<file path="src/rtl/sps_pkg.sv">
// Package with payload types, command codes, phase tables and rotate constants.
package sps_pkg;

    localparam int STEPS_PER_TURN = 200;
    localparam int DEG_PER_TURN   = 360;

    localparam int ROT_NUM_W   = 16 + $clog2(STEPS_PER_TURN);
    localparam int ROT_SHIFT   = ROT_NUM_W + 9;
    localparam int ROT_RECIP_W = ROT_SHIFT - 8;
    localparam int ROT_PROD_W  = ROT_NUM_W + ROT_RECIP_W;
    localparam int ROT_Q_W     = ROT_NUM_W - 8;
    localparam longint ROT_RECIP =
        ((64'd1 << ROT_SHIFT) + DEG_PER_TURN - 1) / DEG_PER_TURN;

    localparam logic [2:0] CMD_TICK    = 3'd0;
    localparam logic [2:0] CMD_FWD     = 3'd1;
    localparam logic [2:0] CMD_BACK    = 3'd2;
    localparam logic [2:0] CMD_MOVE    = 3'd3;
    localparam logic [2:0] CMD_ROTATE  = 3'd4;
    localparam logic [2:0] CMD_RELEASE = 3'd5;
    localparam logic [2:0] CMD_HOME    = 3'd6;

    typedef struct packed {
        logic [2:0]         cmd;
        logic signed [23:0] step_count;
        logic signed [15:0] angle_degrees;
        logic [15:0]        delay_ticks;
    } in_item_t;

    typedef struct packed {
        logic [3:0]         coil_drive;
        logic signed [31:0] step_position;
        logic               moving;
        logic               stepped;
    } out_item_t;

    typedef struct packed {
        logic [2:0]           cmd;
        logic [23:0]          step_count;
        logic                 rot_neg;
        logic [ROT_NUM_W-1:0] rot_num;
        logic [15:0]          delay_ticks;
    } staged_item_t;

    function automatic logic [3:0] full_pattern(input logic [1:0] idx);
        logic [3:0] pat;
        case (idx)
            2'd0:    pat = 4'b0011;
            2'd1:    pat = 4'b0110;
            2'd2:    pat = 4'b1100;
            default: pat = 4'b1001;
        endcase
        return pat;
    endfunction

    function automatic logic [3:0] half_pattern(input logic [2:0] idx);
        logic [3:0] pat;
        case (idx)
            3'd0:    pat = 4'b0001;
            3'd1:    pat = 4'b0011;
            3'd2:    pat = 4'b0010;
            3'd3:    pat = 4'b0110;
            3'd4:    pat = 4'b0100;
            3'd5:    pat = 4'b1100;
            3'd6:    pat = 4'b1000;
            default: pat = 4'b1001;
        endcase
        return pat;
    endfunction

endpackage

</file>
<file path="src/rtl/sps_in_stage.sv">
// Input register stage that also scales the rotate angle by the steps per turn.
module sps_in_stage import sps_pkg::*; (
    input  logic         aclk,
    input  logic         aresetn,
    input  logic         s_valid,
    output logic         s_ready,
    input  in_item_t     s_item,
    input  logic         take,
    output logic         item_valid,
    output staged_item_t item
);

    logic         valid_reg;
    staged_item_t item_reg;
    staged_item_t item_next;
    logic [15:0]  ang_mag;

    assign s_ready    = !valid_reg || take;
    assign item_valid = valid_reg;
    assign item       = item_reg;

    always_comb begin
        ang_mag = s_item.angle_degrees[15] ? (~s_item.angle_degrees + 16'd1)
                                           : s_item.angle_degrees;
        item_next.cmd         = s_item.cmd;
        item_next.step_count  = s_item.step_count;
        item_next.rot_neg     = s_item.angle_degrees[15];
        item_next.rot_num     = ROT_NUM_W'(ang_mag) * ROT_NUM_W'(STEPS_PER_TURN);
        item_next.delay_ticks = s_item.delay_ticks;
    end

    always_ff @(posedge aclk) begin
        if (!aresetn) begin
            valid_reg <= 1'b0;
        end else if (s_ready) begin
            valid_reg <= s_valid;
        end
        if (s_valid && s_ready) begin
            item_reg <= item_next;
        end
    end

endmodule

</file>
<file path="src/rtl/sps_core.sv">
// Sequencer state, step and move logic, and the result register.
module sps_core import sps_pkg::*; (
    input  logic         aclk,
    input  logic         aresetn,
    input  logic         item_valid,
    input  staged_item_t item,
    output logic         take,
    input  logic         cfg_wr_en,
    input  logic         cfg_wr_data,
    output logic         m_valid,
    input  logic         m_ready,
    output out_item_t    m_item
);

    logic                  half_mode_reg;
    logic [2:0]            phase_reg, phase_next;
    logic [31:0]           pos_reg, pos_next;
    logic [23:0]           steps_reg, steps_next;
    logic [15:0]           delay_reg, delay_next;
    logic [15:0]           reload_reg, reload_next;
    logic                  back_reg, back_next;
    logic [3:0]            coil_reg, coil_next;
    logic                  m_valid_reg;
    out_item_t             m_item_reg;

    logic [ROT_PROD_W-1:0] rot_prod;
    logic [ROT_Q_W-1:0]    rot_quot;
    logic [23:0]           rot_mag;
    logic                  rot_back;
    logic [23:0]           mv_mag;
    logic                  mv_back;
    logic                  do_step;
    logic                  dir_back;
    logic [2:0]            mask;
    logic                  stepped;

    assign take    = item_valid && (!m_valid_reg || m_ready);
    assign m_valid = m_valid_reg;
    assign m_item  = m_item_reg;

    always_comb begin
        rot_prod = ROT_PROD_W'(item.rot_num) * ROT_PROD_W'(ROT_RECIP);
        rot_quot = rot_prod[ROT_SHIFT +: ROT_Q_W];
        rot_mag  = half_mode_reg ? 24'({rot_quot, 1'b0}) : 24'(rot_quot);
        rot_back = item.rot_neg && (rot_quot != '0);
        mask     = half_mode_reg ? 3'd7 : 3'd3;

        if (item.cmd == CMD_ROTATE) begin
            mv_mag  = rot_mag;
            mv_back = rot_back;
        end else begin
            mv_mag  = item.step_count[23] ? (~item.step_count + 24'd1) : item.step_count;
            mv_back = item.step_count[23];
        end

        phase_next  = phase_reg;
        pos_next    = pos_reg;
        steps_next  = steps_reg;
        delay_next  = delay_reg;
        reload_next = reload_reg;
        back_next   = back_reg;
        coil_next   = coil_reg;
        do_step     = 1'b0;
        dir_back    = 1'b0;

        case (item.cmd)
            CMD_TICK: begin
                if (delay_reg != 16'd0) begin
                    delay_next = delay_reg - 16'd1;
                end else if (steps_reg != 24'd0) begin
                    do_step    = 1'b1;
                    dir_back   = back_reg;
                    steps_next = steps_reg - 24'd1;
                    delay_next = reload_reg;
                end
            end
            CMD_FWD: begin
                do_step = 1'b1;
            end
            CMD_BACK: begin
                do_step  = 1'b1;
                dir_back = 1'b1;
            end
            CMD_MOVE, CMD_ROTATE: begin
                back_next   = mv_back;
                reload_next = item.delay_ticks;
                if (mv_mag != 24'd0) begin
                    do_step    = 1'b1;
                    dir_back   = mv_back;
                    steps_next = mv_mag - 24'd1;
                    delay_next = item.delay_ticks;
                end else begin
                    steps_next = 24'd0;
                    delay_next = 16'd0;
                end
            end
            CMD_RELEASE: begin
                coil_next  = 4'd0;
                steps_next = 24'd0;
                delay_next = 16'd0;
            end
            CMD_HOME: begin
                pos_next = 32'd0;
            end
            default: begin
            end
        endcase

        if (do_step) begin
            phase_next = dir_back ? ((phase_reg + mask) & mask)
                                  : ((phase_reg + 3'd1) & mask);
            pos_next   = dir_back ? (pos_reg - 32'd1) : (pos_reg + 32'd1);
            coil_next  = half_mode_reg ? half_pattern(phase_next)
                                       : full_pattern(phase_next[1:0]);
        end
        stepped = do_step;
    end

    always_ff @(posedge aclk) begin
        if (!aresetn) begin
            half_mode_reg <= 1'b0;
            phase_reg     <= 3'd0;
            pos_reg       <= 32'd0;
            steps_reg     <= 24'd0;
            delay_reg     <= 16'd0;
            reload_reg    <= 16'd0;
            back_reg      <= 1'b0;
            coil_reg      <= 4'd0;
            m_valid_reg   <= 1'b0;
        end else begin
            if (take) begin
                phase_reg   <= phase_next;
                pos_reg     <= pos_next;
                steps_reg   <= steps_next;
                delay_reg   <= delay_next;
                reload_reg  <= reload_next;
                back_reg    <= back_next;
                coil_reg    <= coil_next;
                m_valid_reg <= 1'b1;
            end else if (m_ready) begin
                m_valid_reg <= 1'b0;
            end
            if (cfg_wr_en) begin
                half_mode_reg <= cfg_wr_data;
                phase_reg     <= 3'd0;
            end
        end
        if (take) begin
            m_item_reg.coil_drive    <= coil_next;
            m_item_reg.step_position <= pos_next;
            m_item_reg.moving        <= (steps_next != 24'd0) || (delay_next != 16'd0);
            m_item_reg.stepped       <= stepped;
        end
    end

    assert property (@(posedge aclk) disable iff (!aresetn)
        take |=> m_valid_reg)
        else $error("Result register did not load after a transfer into the core.");

    assert property (@(posedge aclk) disable iff (!aresetn)
        m_valid_reg && m_item_reg.stepped |-> m_item_reg.coil_drive != 4'd0)
        else $error("A step produced an empty coil pattern.");

    assert property (@(posedge aclk) disable iff (!aresetn)
        !half_mode_reg |-> phase_reg[2] == 1'b0)
        else $error("Phase index out of range in full-step mode.");

    assert property (@(posedge aclk) disable iff (!aresetn)
        $past(take) && m_item_reg.stepped |->
            (m_item_reg.step_position == $past(pos_reg) + 32'd1) ||
            (m_item_reg.step_position == $past(pos_reg) - 32'd1))
        else $error("A step moved the position by more than one.");

endmodule

</file>
<file path="src/rtl/stepper_phase_sequencer.sv">
// Top level of the stepper coil phase sequencer.
// Each transfer on the s_ channel is one command (tick, step forward or back, move, rotate,
// release, home) and gives exactly one result transfer on the m_ channel with the coil
// pattern, the signed position, the moving flag and the stepped flag. The block takes one
// command per clock cycle while m_ready stays high; each command is held in an input
// register and then a result register before its result appears, so back-to-back commands
// stream through both registers at full rate. Rotate converts degrees to steps as
// degrees * 200 / 360 truncated toward zero, doubled in half-step mode. Writing the mode
// register through cfg_wr_en and cfg_wr_data selects full-step (0) or half-step (1) and
// clears the phase index; write it only while no command is in flight.
module stepper_phase_sequencer import sps_pkg::*; (
    input  logic      aclk,
    input  logic      aresetn,
    input  logic      s_valid,
    output logic      s_ready,
    input  in_item_t  s_item,
    output logic      m_valid,
    input  logic      m_ready,
    output out_item_t m_item,
    input  logic      cfg_wr_en,
    input  logic      cfg_wr_data
);

    logic         item_valid;
    logic         take;
    staged_item_t item;

    sps_in_stage u_in_stage (
        .aclk       (aclk),
        .aresetn    (aresetn),
        .s_valid    (s_valid),
        .s_ready    (s_ready),
        .s_item     (s_item),
        .take       (take),
        .item_valid (item_valid),
        .item       (item)
    );

    sps_core u_core (
        .aclk        (aclk),
        .aresetn     (aresetn),
        .item_valid  (item_valid),
        .item        (item),
        .take        (take),
        .cfg_wr_en   (cfg_wr_en),
        .cfg_wr_data (cfg_wr_data),
        .m_valid     (m_valid),
        .m_ready     (m_ready),
        .m_item      (m_item)
    );

endmodule

</file>
<file path="config.mk">
export PLATFORM = sky130hd
export DESIGN_NAME = stepper_phase_sequencer
export DESIGN_NICKNAME = d
export VERILOG_FILES = /design/src/rtl/sps_pkg.sv /design/src/rtl/sps_in_stage.sv /design/src/rtl/sps_core.sv /design/src/rtl/stepper_phase_sequencer.sv
export SDC_FILE = /design/constraint.sdc
export NUM_CORES = 1
export LEC_CHECK = 0
export BUFFER_PORTS_ARGS = -buffer_cell sky130_fd_sc_hd__buf_2
export CELL_PAD_IN_SITES_DETAIL_PLACEMENT = 1
export CELL_PAD_IN_SITES_GLOBAL_PLACEMENT = 1
export CORE_UTILIZATION = 45
export CTS_CLUSTER_SIZE = 14
export DETAILED_ROUTE_END_ITERATION = 6
export GPL_TIMING_DRIVEN = 1
export PLACE_DENSITY_LB_ADDON = 0.1
export SLEW_MARGIN = 20
export SYNTH_ARGS = -nofsm -noshare
export SYNTH_HDL_FRONTEND = slang
export SYNTH_SLANG_ARGS = --single-unit
</file>
<file path="constraint.sdc">
create_clock -name aclk -period 13.1 [get_ports aclk]
set_input_delay 1.965 -clock aclk [delete_from_list [all_inputs] [get_ports aclk]]
set_output_delay 1.965 -clock aclk [all_outputs]
set_load 0.05 [all_outputs]
</file>
======== Word level (Yosys, flattened, before mapping) ========
Cells that the tools add are included.
cells by class
  add/subtract/negate cells ............... 9
  div/mod/pow operators ................... 0
  equal/unequal tests ..................... 14
  multiplexer cells ....................... 33
  bitwise operators ....................... 5
  $mul .................................... 2
  magnitude comparators ................... 0
  shift operators ......................... 0
  reduce and logical (&&, ||, !) cells .... 23
operators by type and width
  kind                                                                    number
  24-bit two-way mux                                                      5
  32-bit two-way mux                                                      3
  24-bit case mux with 3 select lines                                     1
  24-bit nonzero test                                                     3
  16-bit two-way mux                                                      4
  16-bit case mux with 3 select lines                                     1
  16-bit nonzero test                                                     3
  24-bit by 1-bit subtractor with 24-bit output (second input constant)   2
  21-bit by 24-bit multiplier with 45-bit output (second input constant)  1
  32-bit by 1-bit adder with 32-bit output (second input constant)        1
  32-bit by 1-bit subtractor with 32-bit output (second input constant)   1
  4-bit case mux with 7 select lines                                      1
  24-bit by 1-bit adder with 24-bit output (second input constant)        1
  24-bit inverter                                                         1
  16-bit by 5-bit multiplier with 21-bit output (second input constant)   1
  3-bit equality test (second input constant)                             6
  17-bit two-way mux                                                      1
  16-bit by 1-bit adder with 16-bit output (second input constant)        1
  16-bit inverter                                                         1
  16-bit by 1-bit subtractor with 16-bit output (second input constant)   1
  3-bit by 2-bit equality test with 1-bit output (second input constant)  4
  4-bit two-way mux                                                       3
  4-bit case mux with 3 select lines                                      1
  1-bit two-way mux                                                       9
  other kinds (17)                                                        30
storage, ports and cells
  memories ................................ 0
  latch bits .............................. 0
  memory bits (read-only) ................. 0
  bits in writable memories ............... 0
  register bits ........................... 202
  output and inout bits ................... 40

======== Depth between registers and ports, before layout ========
Gate-level depths: netlist of run 1.
  depth after elaboration ................. 12
  gate-level depth with buffers ........... 48
  depth with buffers taken out ............ 47

======== By module ========
A second synthesis of run 1 with hierarchy kept.
unflattened totals
  cell total of the unflattened synthesis .. 2,631
  area total of the unflattened synthesis .. 23,367.4 um2
modules (own cells, without submodules)
  module        area an instance (um2)  sequential area each (um2)  times used  cells an instance
  sps_core      19,473.7                3,103.0                     1           2,332
  sps_in_stage  3,893.7                 1,971.9                     1           299

======== Least setup slack after synthesis of run 1 ========
OpenSTA, ideal clock, no wires.
  path kind ............................... reg-to-reg
  from .................................... register u_in_stage.item_reg (netlist bit u_in_stage.item[29])
  to ...................................... register u_core.m_item_reg (netlist bit u_core.m_item[33]), data pin
  stages on the path, launching flop included .. 46
  setup time .............................. 0.152 ns
  setup slack ............................. 2.248 ns
  clock period less this slack ............ 10.852 ns
  required time ........................... 12.948 ns
  arrival time ............................ 10.701 ns
  cells stage by stage .................... edfxtp_1 -> ha_1 -> inv_1 -> fa_1 -> fa_1 -> inv_1 -> fa_1 -> fa_1 -> fa_1 -> inv_1 -> fa_1 -> inv_1 -> ha_1 -> a21oi_1 -> o211ai_1 -> a31o_1 -> o211a_1 -> a211oi_2 -> [... 10 more ...] -> inv_1 -> ha_1 -> o21ai_0 -> o211ai_1 -> nand4_1 -> a311oi_1 -> nand2_1 -> nand3_1 -> nand2_1 -> o2111ai_1 -> o311a_1 -> o21ai_0 -> o21ai_0 -> a21o_1 -> a21oi_1 -> xor2_1 -> or2_2 -> a31oi_1
on the way
  cells in the longest elaborated chain, start to end .. 8
RTL lines
  what                                                       RTL line                        RTL
  start: declaration                                         sps_in_stage.sv:14              staged_item_t item_reg;
  start signal: assignment                                   sps_in_stage.sv:39              item_reg <= item_next;
  21-bit by 24-bit multiplier with 45-bit output *           sps_core.sv:42                  rot_prod = ROT_PROD_W'(item.rot_num) * ROT_PROD_W'(ROT_RECIP);
  17-bit two-way mux or 16-bit nonzero test (tied branches)  sps_core.sv:44, sps_core.sv:45
  24-bit two-way mux or 1-bit logical AND (tied branches)    sps_core.sv:48, sps_core.sv:45
  24-bit nonzero test or 1-bit two-way mux (tied branches)   sps_core.sv:87, sps_core.sv:48
  1-bit two-way mux                                          sps_core.sv:87                  if (mv_mag != 24'd0) begin
  1-bit case mux with 3 select lines                         sps_core.sv:66                  case (item.cmd)
  32-bit two-way mux                                         sps_core.sv:112                 pos_next = dir_back ? (pos_reg - 32'd1) : (pos_reg + 32'd1);
  32-bit two-way mux *                                       sps_core.sv:109                 if (do_step) begin
  named net u_core.pos_next[31]                              sps_core.sv:17                  logic [31:0] pos_reg, pos_next;
  end: declaration                                           sps_core.sv:24                  out_item_t m_item_reg;
Mark *: on every way through the listed nets, which the timed path passes. The rest lies on a longest branch.
A chain may end at the register's enable or synchronous reset.

======== Worst setup path in the final report of run 1 ========
Ends and elaborated chain as after synthesis.

==> results of run 1 <==
==> placed cells by master (no fill, tap or decap), drive strengths merged, types with 6 or more instances in the layout <==
| cell type | Yosys | layout |
|---|---|---|
| a221oi | 10 | 10 |
| and2 | 12 | 12 |
| o211a | 26 | 26 |
| or2 | 10 | 10 |
| nand4 | 17 | 17 |
| o21a | 10 | 10 |
| fa | 133 | 133 |
| o211ai | 16 | 16 |
| edfxtp | 103 | 103 |
| nor2 | 147 | 147 |
| nand2b | 50 | 50 |
| nand2 | 167 | 167 |
| o21bai | 16 | 16 |
| o31ai | 22 | 22 |
| a22oi | 8 | 8 |
| nand3 | 72 | 72 |
| nor4 | 21 | 21 |
| o21ai | 166 | 166 |
| dfxtp | 99 | 99 |
| buf | 15 | 120 |
| a21boi | 6 | 6 |
| xor2 | 48 | 48 |
| a211oi | 32 | 32 |
| a21oi | 151 | 151 |
| ha | 267 | 267 |
| and3 | 8 | 8 |
| nor2b | 11 | 11 |
| clkbuf | 67 | 33 |
| or3 | 17 | 17 |
| o41ai | 7 | 7 |
| or4 | 6 | 6 |
| a32oi | 6 | 6 |
| a31oi | 19 | 19 |
| nand3b | 8 | 8 |
| inv | 306 | 311 |
| nor3 | 61 | 61 |
| xnor2 | 65 | 65 |
| a21o | 25 | 25 |
==> timing repair <==
action	CTS	global route
gates resized for setup	0	1
setup endpoints to repair	0	1
setup buffers	0	0
==> cell type report <==
type	instances	area, µm²
Tap cell	592	741
Timing Repair Buffer	120	641
Sequential cell	202	5070
Clock inverter	15	126
Clock buffer	33	751
Multi-Input combinational cell	1717	14000
Inverter	307	1150
Fill cell	5261	22100
==> metal layers <==
layer	track usage [%]	wire [µm]	part of all wire, %
met5	0	0	0
met4	4.28	882	1.5
met3	3.16	2060	3.4
met2	43.8	27700	46
met1	37.3	29800	49
==> worst reg2reg max path: cells and delay by family, from the launching register on <==
kind	cells	cell delay (ns)
AO/OA/AOI/OAI	16	3.71
XOR/XNOR	2	0.35
adder cells (fa/ha/maj)	10	4.37
buffers and inverters	6	0.72
flip-flops	1	0.46
AND/OR/NAND/NOR	11	2.39
==> cell families after synthesis <==
logic type / Yosys count / share of synthesized area, %
XOR/XNOR: 113 / 4.82
AO/OA/AOI/OAI: 569 / 18.1
multiplexers: 7 / 0.378
buffers and inverters: 389 / 7.27
AND/OR/NAND/NOR: 628 / 15.5
adder cells (fa/ha/maj): 400 / 29.2
flip-flops: 202 / 24.7
==> worst max path at each step <==
| stage | endpoint | start |
|---|---|---|
| 3_3_place_gp | u_core.m_item[33] | u_in_stage.item[29] |
| 3_5_place_dp | u_core.m_item[33] | u_in_stage.item[29] |
| 2_1_floorplan | u_core.m_item[33] | u_in_stage.item[29] |
| 4_1_cts | u_core.m_item[33] | u_in_stage.item[29] |
| 5_1_grt | u_core.m_item[33] | u_in_stage.item[29] |
| 6_report | u_core.m_item[33] | u_in_stage.item[29] |
==> metrics by stage <==
stage	utilization [%]	instances	hold slack [ns]	setup WS [ns]	cell area (µm²)
5_1_grt	50.4	2986	0.476	0.149	22500
2_1_floorplan	-	2308	0.432	2.25	20500
3_3_place_gp	48.5	2938	0.439	1.22	21600
3_5_place_dp	48.5	2938	0.448	0.867	21600
4_1_cts	50.4	2986	0.457	0.748	22500
6_report	50.4	2986	0.453	0.944	22500
==> impl_results.md, run 1 <==
* Status: finished, final reports clean
* Cell accounting for the most synthesized area: ha_1
* Root Buffer: clkbuf_16
* Count leader, synth: inv_1
* Final Setup Violations at 0
* Max Cap Violations at 0
* Initial antenna violation count at 0
* DRC violations left at 0
* DRT Wirelength at 60400 µm
* RR Endpoint: u_core.m_item[33]
* Setup_tns at 0 ns
* WP data required at 13.50 ns
* Fraction of layout cells with a size suffix above 1 at 9.44%
* EDFF count, synth at ~100
* N_diodes at 0
* Num ports at 105
* Share of flip-flops with an asynchronous set or reset at 0%
* Vias per cell at 5.70
* Synth unique cells at 104
* Post-CTS Hold Fix Bufs at 0
* Hold Path End: u_core.reload_reg[3]
* Max FFs per register at 65
* Hold Path Origin: u_core.reload_reg[3]
* Final hold viol count at 0
* Initial DRT Pass Iterations at 5
* CP bufs+invs at 6
* Crit path kind: flip-flop to flip-flop
* Hold path depth at 2
* Final Max Tran Viols at 0
* Initial core utilization at ~46%
* Htree depth at 1
* Mapped Area at 0.0205 mm²
* YS warnings at 0
* Skew-Pair Late Insertion Delay at about 0.56 ns
* CTS Buf Count at 26
* Gate count after technology mapping at 2308
* Die Height at 216 µm
* Max Clk Rate at 0.0823 GHz
* Layout area overhead at 9.53%
* CTS tree: built
* Crit-path max FO at 17
* CP arrival at approximately 13 ns
* Buffer levels on the longest clock path at 3
* CTS clk-pin slew, worst paths at 0.06 ns
* Yosys reg bits at roughly 200
* Largest net degree at the start of global routing at 86
* Total congestion overflow at 0
* Synth area leaders: ha_1 16%, edfxtp_1 15%, fa_1 13%
* Reg2reg setup slack at 0.94 ns
* Worst Tran Pin Value at 1.10 ns
* First-pass GRT wire length at roughly 100000 µm
* CP Depth at 45
* Number of global-route vias before repair at 18.1k
* Sequential element share of the synthesized area at about a quarter
* CP Launch Type: flip-flop
* Via count at 17.0k
* Ys flop type: edfxtp_1
* # clock sinks at 202
* Crit share post-route at 92.8%
* Post-DR wirelength/cell at a little over 20 µm
* Die width at 216 µm
* Crit-path slowest cell: fa_1
* Overall die area at 0.0465 mm²
* RSZ-0062 raised after global routing: no
* DR iter-0 viols at between 800 and 900
* Worst clock skew at 0.0161 ns
* FP Rows at 77
* Gp weighted congestion at 0.925
* Post-DP HPWL at 48000 µm
* IO Port Bufs at 104
* Syn Nets at 2773
* Cells on worst reg2reg path at 45
* Slew headroom at 26.8%
* Hold Crit Class: flip-flop to flip-flop
* Final min period at about 12 ns
* Critical Path Sink Type: flip-flop
* CP peak stage delay at 0.55 ns
* CP delay by family, top: adder cells
* Total track usage at between 20% and 30%
* NumNets Final at 2839
* RR Startpoint: u_in_stage.item[29]
* Commonest cells in the synthesized netlist: 306 x inv_1, 267 x ha_1, 166 x nand2_1
* Synthesized area per cell at between 8 and 9 µm²
* Core Area at 0.0446 mm²
* Final ANT Viol Nets at 0
* Post-synth top area share at 16.3%
Power of run 1 is left out: the tool's default activity adds up to more than one toggle a clock period on the data nets, which glitch-free logic cannot reach.
==> run 2: changes to the inputs <==
--- a/config.mk
+++ b/config.mk
@@ -8,6 +8,7 @@
 export BUFFER_PORTS_ARGS = -buffer_cell sky130_fd_sc_hd__buf_2
 export CELL_PAD_IN_SITES_DETAIL_PLACEMENT = 1
 export CELL_PAD_IN_SITES_GLOBAL_PLACEMENT = 1
+export CORE_ASPECT_RATIO = 0.9
 export CORE_UTILIZATION = 45
 export CTS_CLUSTER_SIZE = 14
 export DETAILED_ROUTE_END_ITERATION = 6
==> run 2 against run 1 <==
Critical endpoint is now u_core.m_item[30]. Clock-buffer cell count is 2 lower. Cell count is 0.13% higher. Via count is 0.26% higher. Non-clock buffer count stayed put. Critical path depth is 1 lower.
==> impl_results.md, run 2 (same netlist as run 1, synthesis figures left out) <==
* NumNets Final at 2838 (was 2839)
* CTS clk-pin slew, worst paths at 0.06 ns (about the same)
* Setup_tns at 0 ns (unchanged)
* CP bufs+invs at 6 (unchanged)
* CP delay by family, top: adder cells (unchanged)
* IO Port Bufs at 104 (unchanged)
* Crit path kind: flip-flop to flip-flop (unchanged)
* Via count at 17.1k (was 17.0k)
* Total track usage at 26.5% (was 26.4%)
* Max Cap Violations at 0 (unchanged)
* Fraction of layout cells with a size suffix above 1 at 9.08% (was 9.44%)
* Vias per cell at 5.71 (was 5.70)
* Core Area at 0.0446 mm² (about the same)
* Die Height at 205 µm (was 216 µm)
* Largest net degree at the start of global routing at 77 (was 86)
* Initial DRT Pass Iterations at 5 (unchanged)
* Final WS setup at 0.917 ns (was 0.944 ns)
* Crit share post-route at 93.0% (was 92.8%)
* Crit-path max FO at 13 (was 17)
* Max FFs per register at 65 (unchanged)
* Status: finished, final reports clean (unchanged)
* Buffer levels on the longest clock path at 3 (unchanged)
* Critical Path Sink Type: flip-flop (unchanged)
* Initial antenna violation count at 1 (was 0)
* Total congestion overflow at 0 (unchanged)
* Post-DP HPWL at 48100 µm (was 48000 µm)
* Post-CTS Repair Setup Buffers at 0 (unchanged)
* Num ports at 105 (unchanged)
* CP Launch Type: flip-flop (unchanged)
* Die width at 227 µm (was 216 µm)
* Most frequent cells in the layout: 306 x inv_1, 267 x ha_1, 166 x nand2_1 (unchanged)
* CTS Buf Count at 25 (was 26)
* Crit-path slowest cell: fa_1 (unchanged)
* # clock sinks at 202 (unchanged)
* CP peak stage delay at 0.56 ns (was 0.55 ns)
* N_diodes at 0 (unchanged)
* Final min period at 12.18 ns (was 12.16 ns)
* Post-DR wirelength/cell at 20.1 µm (was 20.2 µm)
* Worst clock skew at 0.0214 ns (was 0.0161 ns)
* Worst setup path startpoint: u_in_stage.item[29] (unchanged)
* Layout area overhead at 8.99% (was 9.53%)
* Hold Crit Class: flip-flop to flip-flop (unchanged)
* Worst Tran Pin Value at 0.984 ns (was 1.10 ns)
* Inst Count DP at 2946 (was 2938)
* WP data required at 13.36 ns (was 13.50 ns)
* DRC violations left at 0 (unchanged)
* First-pass GRT wire length at 97300 µm (was 98300 µm)
* CP arrival at 12.44 ns (was 12.55 ns)
* Initial core utilization at 46.1% (about the same)
* CTS tree: built (unchanged)
* RSZ-0062 raised after global routing: no (unchanged)
* Post-Layout Cell Count at 2990 (was 2986)
* Gp weighted congestion at 0.981 (was 0.925)
* Final hold viol count at 0 (unchanged)
* RR Startpoint: u_in_stage.item[29] (unchanged)
* Most common cell after layout, fill and taps aside: inv_1 (unchanged)
* Overall die area at 0.0465 mm² (about the same)
* Final ANT Viol Nets at 0 (unchanged)
* DRT Wirelength at 60100 µm (was 60400 µm)
* FILL cells at 5338 (was 5261)
* Max Clk Rate at 0.0821 GHz (was 0.0823 GHz)
* FP Rows at 73 (was 77)
* Final Max Tran Viols at 0 (unchanged)
* Htree depth at 1 (unchanged)
* Hold Path Origin: u_core.reload_reg[2] (was u_core.reload_reg[3])
* Slew headroom at 33.7% (was 26.8%)
* DR iter-0 viols at 1137 (was 838)
* Final Setup Violations at 0 (unchanged)
* Place WS at 0.807 ns (was 0.867 ns)
* Root Buffer: clkbuf_16 (unchanged)
* Number of global-route vias before repair at 17.8k (was 18.1k)
* Skew-Pair Late Insertion Delay at 0.55 ns (was 0.56 ns)
## run 2: metal layers
layer  wire [µm]  part of all wire [%]  GRT usage (%)
met5           0                     0              0
met4         882                   1.5           4.10
met3        2980                   4.9           2.77
met2       26100                    43           41.4
met1       30200                    50           40.0
## run 2: worst register-to-register path: cells and delay by family, from the launching register on
family                   cells  cell delay (ns)
adder cells (fa/ha/maj)     10             4.37
AO/OA/AOI/OAI               17             4.00
AND/OR/NAND/NOR              9             2.08
buffers and inverters        6             0.66
flip-flops                   1             0.47
XOR/XNOR                     2             0.40
## run 2: path summary, 6_finish.rpt
path	end	slack, ns	cells after the start
setup / recovery	u_core.m_item[30]	0.92	44
hold / removal	u_core.reload_reg[2]	0.46	2
setup reg to reg	u_core.m_item[30]	0.92	44
hold reg to reg	u_core.reload_reg[2]	0.46	2
## run 2: area by class of cell
| cell class | instances | area [µm²] | share of cell area (%) |
|---|---|---|---|
| multi-input combinational | 1717 | 14000 | 62.6 |
| sequential | 202 | 5070 | 22.7 |
| inverter | 307 | 1150 | 5.16 |
| tap | 600 | 751 | 3.35 |
| clock buffer | 31 | 648 | 2.89 |
| timing repair buffer | 120 | 641 | 2.86 |
| clock inverter | 13 | 109 | 0.486 |
## run 2: stage by stage
| step | area (µm²) | hold slack [ns] | util, % |
|---|---|---|---|
| floorplan | 20500 | 0.432 | - |
| global placement | 21600 | 0.439 | 48.5 |
| detailed placement | 21600 | 0.452 | 48.5 |
| CTS | 22400 | 0.460 | 50.2 |
| global route | 22400 | 0.483 | 50.2 |
| finish | 22400 | 0.458 | 50.2 |
## run 2: timing repair
item                       4_1_cts  5_1_grt
hold buffers                     0        0
setup endpoints to repair        0        1
resized for setup                0        1
Power of run 2 is left out for the same reason.
==> run 3: changes to the inputs <==
--- a/config.mk
+++ b/config.mk
@@ -13,7 +13,7 @@
 export CTS_CLUSTER_SIZE = 14
 export DETAILED_ROUTE_END_ITERATION = 6
 export GPL_TIMING_DRIVEN = 1
-export PLACE_DENSITY_LB_ADDON = 0.1
+export PLACE_DENSITY = 0.72
 export SLEW_MARGIN = 20
 export SYNTH_ARGS = -nofsm -noshare
 export SYNTH_HDL_FRONTEND = slang
==> run 3 against run 2 <==
Critical path depth increased by 2. Cell count is 0.13% higher. Highest routed layer unchanged. Die area unchanged. First-iteration DRC count is 6.8% lower. Clock-buffer cell count unchanged. Non-clock buffer count is 2 higher. Wire length up 0.20%. Register-to-register slack worse by 0.10 ns.
==> impl_results.md, run 3 (same netlist as run 1, synthesis figures left out) <==
* Status: finished, final reports clean (unchanged)
* Total congestion overflow at 0 (unchanged)
* Max FFs per register at 65 (unchanged)
* Via count at 17.2k (was 17.1k)
* Most Frequent Cell on Critical Path: fa_1
* Cells on worst reg2reg path at 46 (was 44)
* Vias per cell at 5.74 (was 5.71)
* N_diodes at 0 (unchanged)
* Initial antenna violation count at 0 (was 1)
* Layout area overhead at 9.50% (was 8.99%)
* Final Max Tran Viols at 0 (unchanged)
* Worst clock skew at 0.0204 ns (was 0.0214 ns)
* Most frequent cells in the layout: 305 x inv_1, 267 x ha_1, 166 x nand2_1 (was 306 x inv_1, 267 x ha_1, 166 x nand2_1)
* Root Buffer: clkbuf_16 (unchanged)
* Initial DRT Pass Iterations at 5 (unchanged)
* Final hold viol count at 0 (unchanged)
* Post-DR wirelength/cell at 20.1 µm (about the same)
* Final WS setup at 0.817 ns (was 0.917 ns)
* NumNets Final at 2841 (was 2838)
* GR Layer Usage met2 at 40.1% (was 41.4%)
* Final Util at 50.5% (was 50.2%)
* Hold path depth at 2 (unchanged)
* DRC violations left at 0 (unchanged)
* Grt peak-use layer: met2 (unchanged)
* CTS tree: built (unchanged)
* Worst Tran Pin Value at 1.01 ns (was 0.984 ns)
* Num ports at 105 (unchanged)
* Max Clk Rate at 0.0814 GHz (was 0.0821 GHz)
* Final ANT Viol Nets at 0 (unchanged)
* Crit-path slowest cell: fa_1 (unchanged)
* CP arrival at 12.65 ns (was 12.44 ns)
* Number of global-route vias before repair at 17.9k (was 17.8k)
* Reg2reg setup slack at 0.82 ns (was 0.92 ns)
* RSZ-0062 raised after global routing: no (unchanged)
* First-pass GRT wire length at 96800 µm (was 97300 µm)
* CTS clk-pin slew, worst paths at 0.06 ns (about the same)
* DR iter-0 viols at 1060 (was 1137)
* Total track usage at 26.4% (was 26.5%)
* Slew headroom at 32.2% (was 33.7%)
* RR Endpoint: u_core.m_item[33] (was u_core.m_item[30])
* Crit path kind: flip-flop to flip-flop (unchanged)
* Final Setup Violations at 0 (unchanged)
* Final min period at 12.28 ns (was 12.18 ns)
* Hold Path End: u_core.reload_reg[6] (was u_core.reload_reg[2])
* Overall die area at 0.0465 mm² (unchanged)
* Met1 Use GR at 38.5% (was 40.0%)
* Skew-Pair Late Insertion Delay at 0.55 ns (about the same)
* RR Startpoint: u_in_stage.item[29] (unchanged)
* Post-DP Area at 0.0216 mm² (unchanged)
* CP Launch Type: flip-flop (unchanged)
* Fraction of layout cells with a size suffix above 1 at 9.40% (was 9.08%)
* Die width at 227 µm (unchanged)
* Post-route cell area at 0.0225 mm² (was 0.0224 mm²)
* Post-CTS Hold Fix Bufs at 0 (unchanged)
* Place WS at 0.506 ns (was 0.807 ns)
* Max Cap Violations at 0 (unchanged)
* FP Rows at 73 (unchanged)
* WP data required at 13.46 ns (was 13.36 ns)
* Most common cell after layout, fill and taps aside: inv_1 (unchanged)
* Crit-path max FO at 6 (was 13)
* Critical Path Sink Type: flip-flop (unchanged)
* Initial core utilization at 46.1% (unchanged)
* CTS Buf Count at 25 (unchanged)
* DRT Wirelength at 60300 µm (was 60100 µm)
* Die Height at 205 µm (unchanged)
* CP peak stage delay at 0.55 ns (was 0.56 ns)
* M3 GR Usage at 5.32% (was 2.77%)
* Hold Crit Class: flip-flop to flip-flop (unchanged)
* Largest net degree at the start of global routing at 77 (unchanged)
* FILL cells at 5334 (was 5338)
* Core Area at 0.0446 mm² (unchanged)
* Buffer levels on the longest clock path at 3 (unchanged)
* # clock sinks at 202 (unchanged)
* Hold Path Origin: u_core.reload_reg[6] (was u_core.reload_reg[2])
* Htree depth at 1 (unchanged)
* Post-DP HPWL at 47800 µm (was 48100 µm)
* Crit share post-route at 93.8% (was 93.0%)
* Setup_tns at 0 ns (unchanged)
* IO Port Bufs at 104 (unchanged)
* Gp weighted congestion at 0.962 (was 0.981)
==> run 3: changes by cell type in the layout (fill, tap and decap cells not counted), sizes merged <==
cell / delta
buf: +2
clkinv: -1
inv: +1
bufinv: +2
==> run 3: final cells by class <==
class                   instances  area [µm²]  area share, %
inverters                     307        1160           5.15
clock inverters                14         165          0.734
clock buffers                  31         668           2.97
repair inverters                1        7.51         0.0334
well taps                     600         751           3.34
repair buffers                122         656           2.91
flip-flops and latches        202        5070           22.6
multi-input cells            1717       14000           62.3
==> run 3: critical path, delay by kind of cell, from the launching register on <==
family	cells	cell delay [ns]
compound gates	16	3.76
flops	1	0.48
simple gates	11	2.44
buf+inv	7	0.72
fa+ha+maj	10	4.29
xor+xnor	2	0.40
==> run 3: worst max-delay path by stage <==
stage,startpoint,to,slack (ns),depth (start not counted)
floorplan,u_in_stage.item[29],u_core.m_item[33],2.25,45
global placement,u_in_stage.item[29],u_core.m_item[33],0.95,45
detailed placement,u_in_stage.item[30],u_core.m_item[33],0.51,45
CTS,u_in_stage.item[29],u_core.m_item[33],0.34,45
global route,u_in_stage.item[29],u_core.m_item[33],0.03,45
finish,u_in_stage.item[29],u_core.m_item[33],0.82,46
==> run 3: what timing repair did <==
| action | 4_1_cts | 5_1_grt |
|---|---|---|
| resized for setup | 0 | 4 |
| endpoints found under the setup margin | 0 | 8 |
| buffers inserted | 0 | 2 |
==> run 3: routing by layer <==
metal / up-vias / routed length (µm)
met1: 8499 / 29500
met3: 71 / 3750
met5: - / 0
li1: 8251 / -
met4: 0 / 1140
met2: 377 / 25900
==> run 3: through the flow <==
stage / hold slack [ns] / cells
final: 0.453 / 2994
after global routing: 0.487 / 2994
after CTS: 0.457 / 2991
after detailed placement: 0.449 / 2946
after global placement: 0.439 / 2946
after floorplan: 0.432 / 2308
Power of run 3 is left out for the same reason.
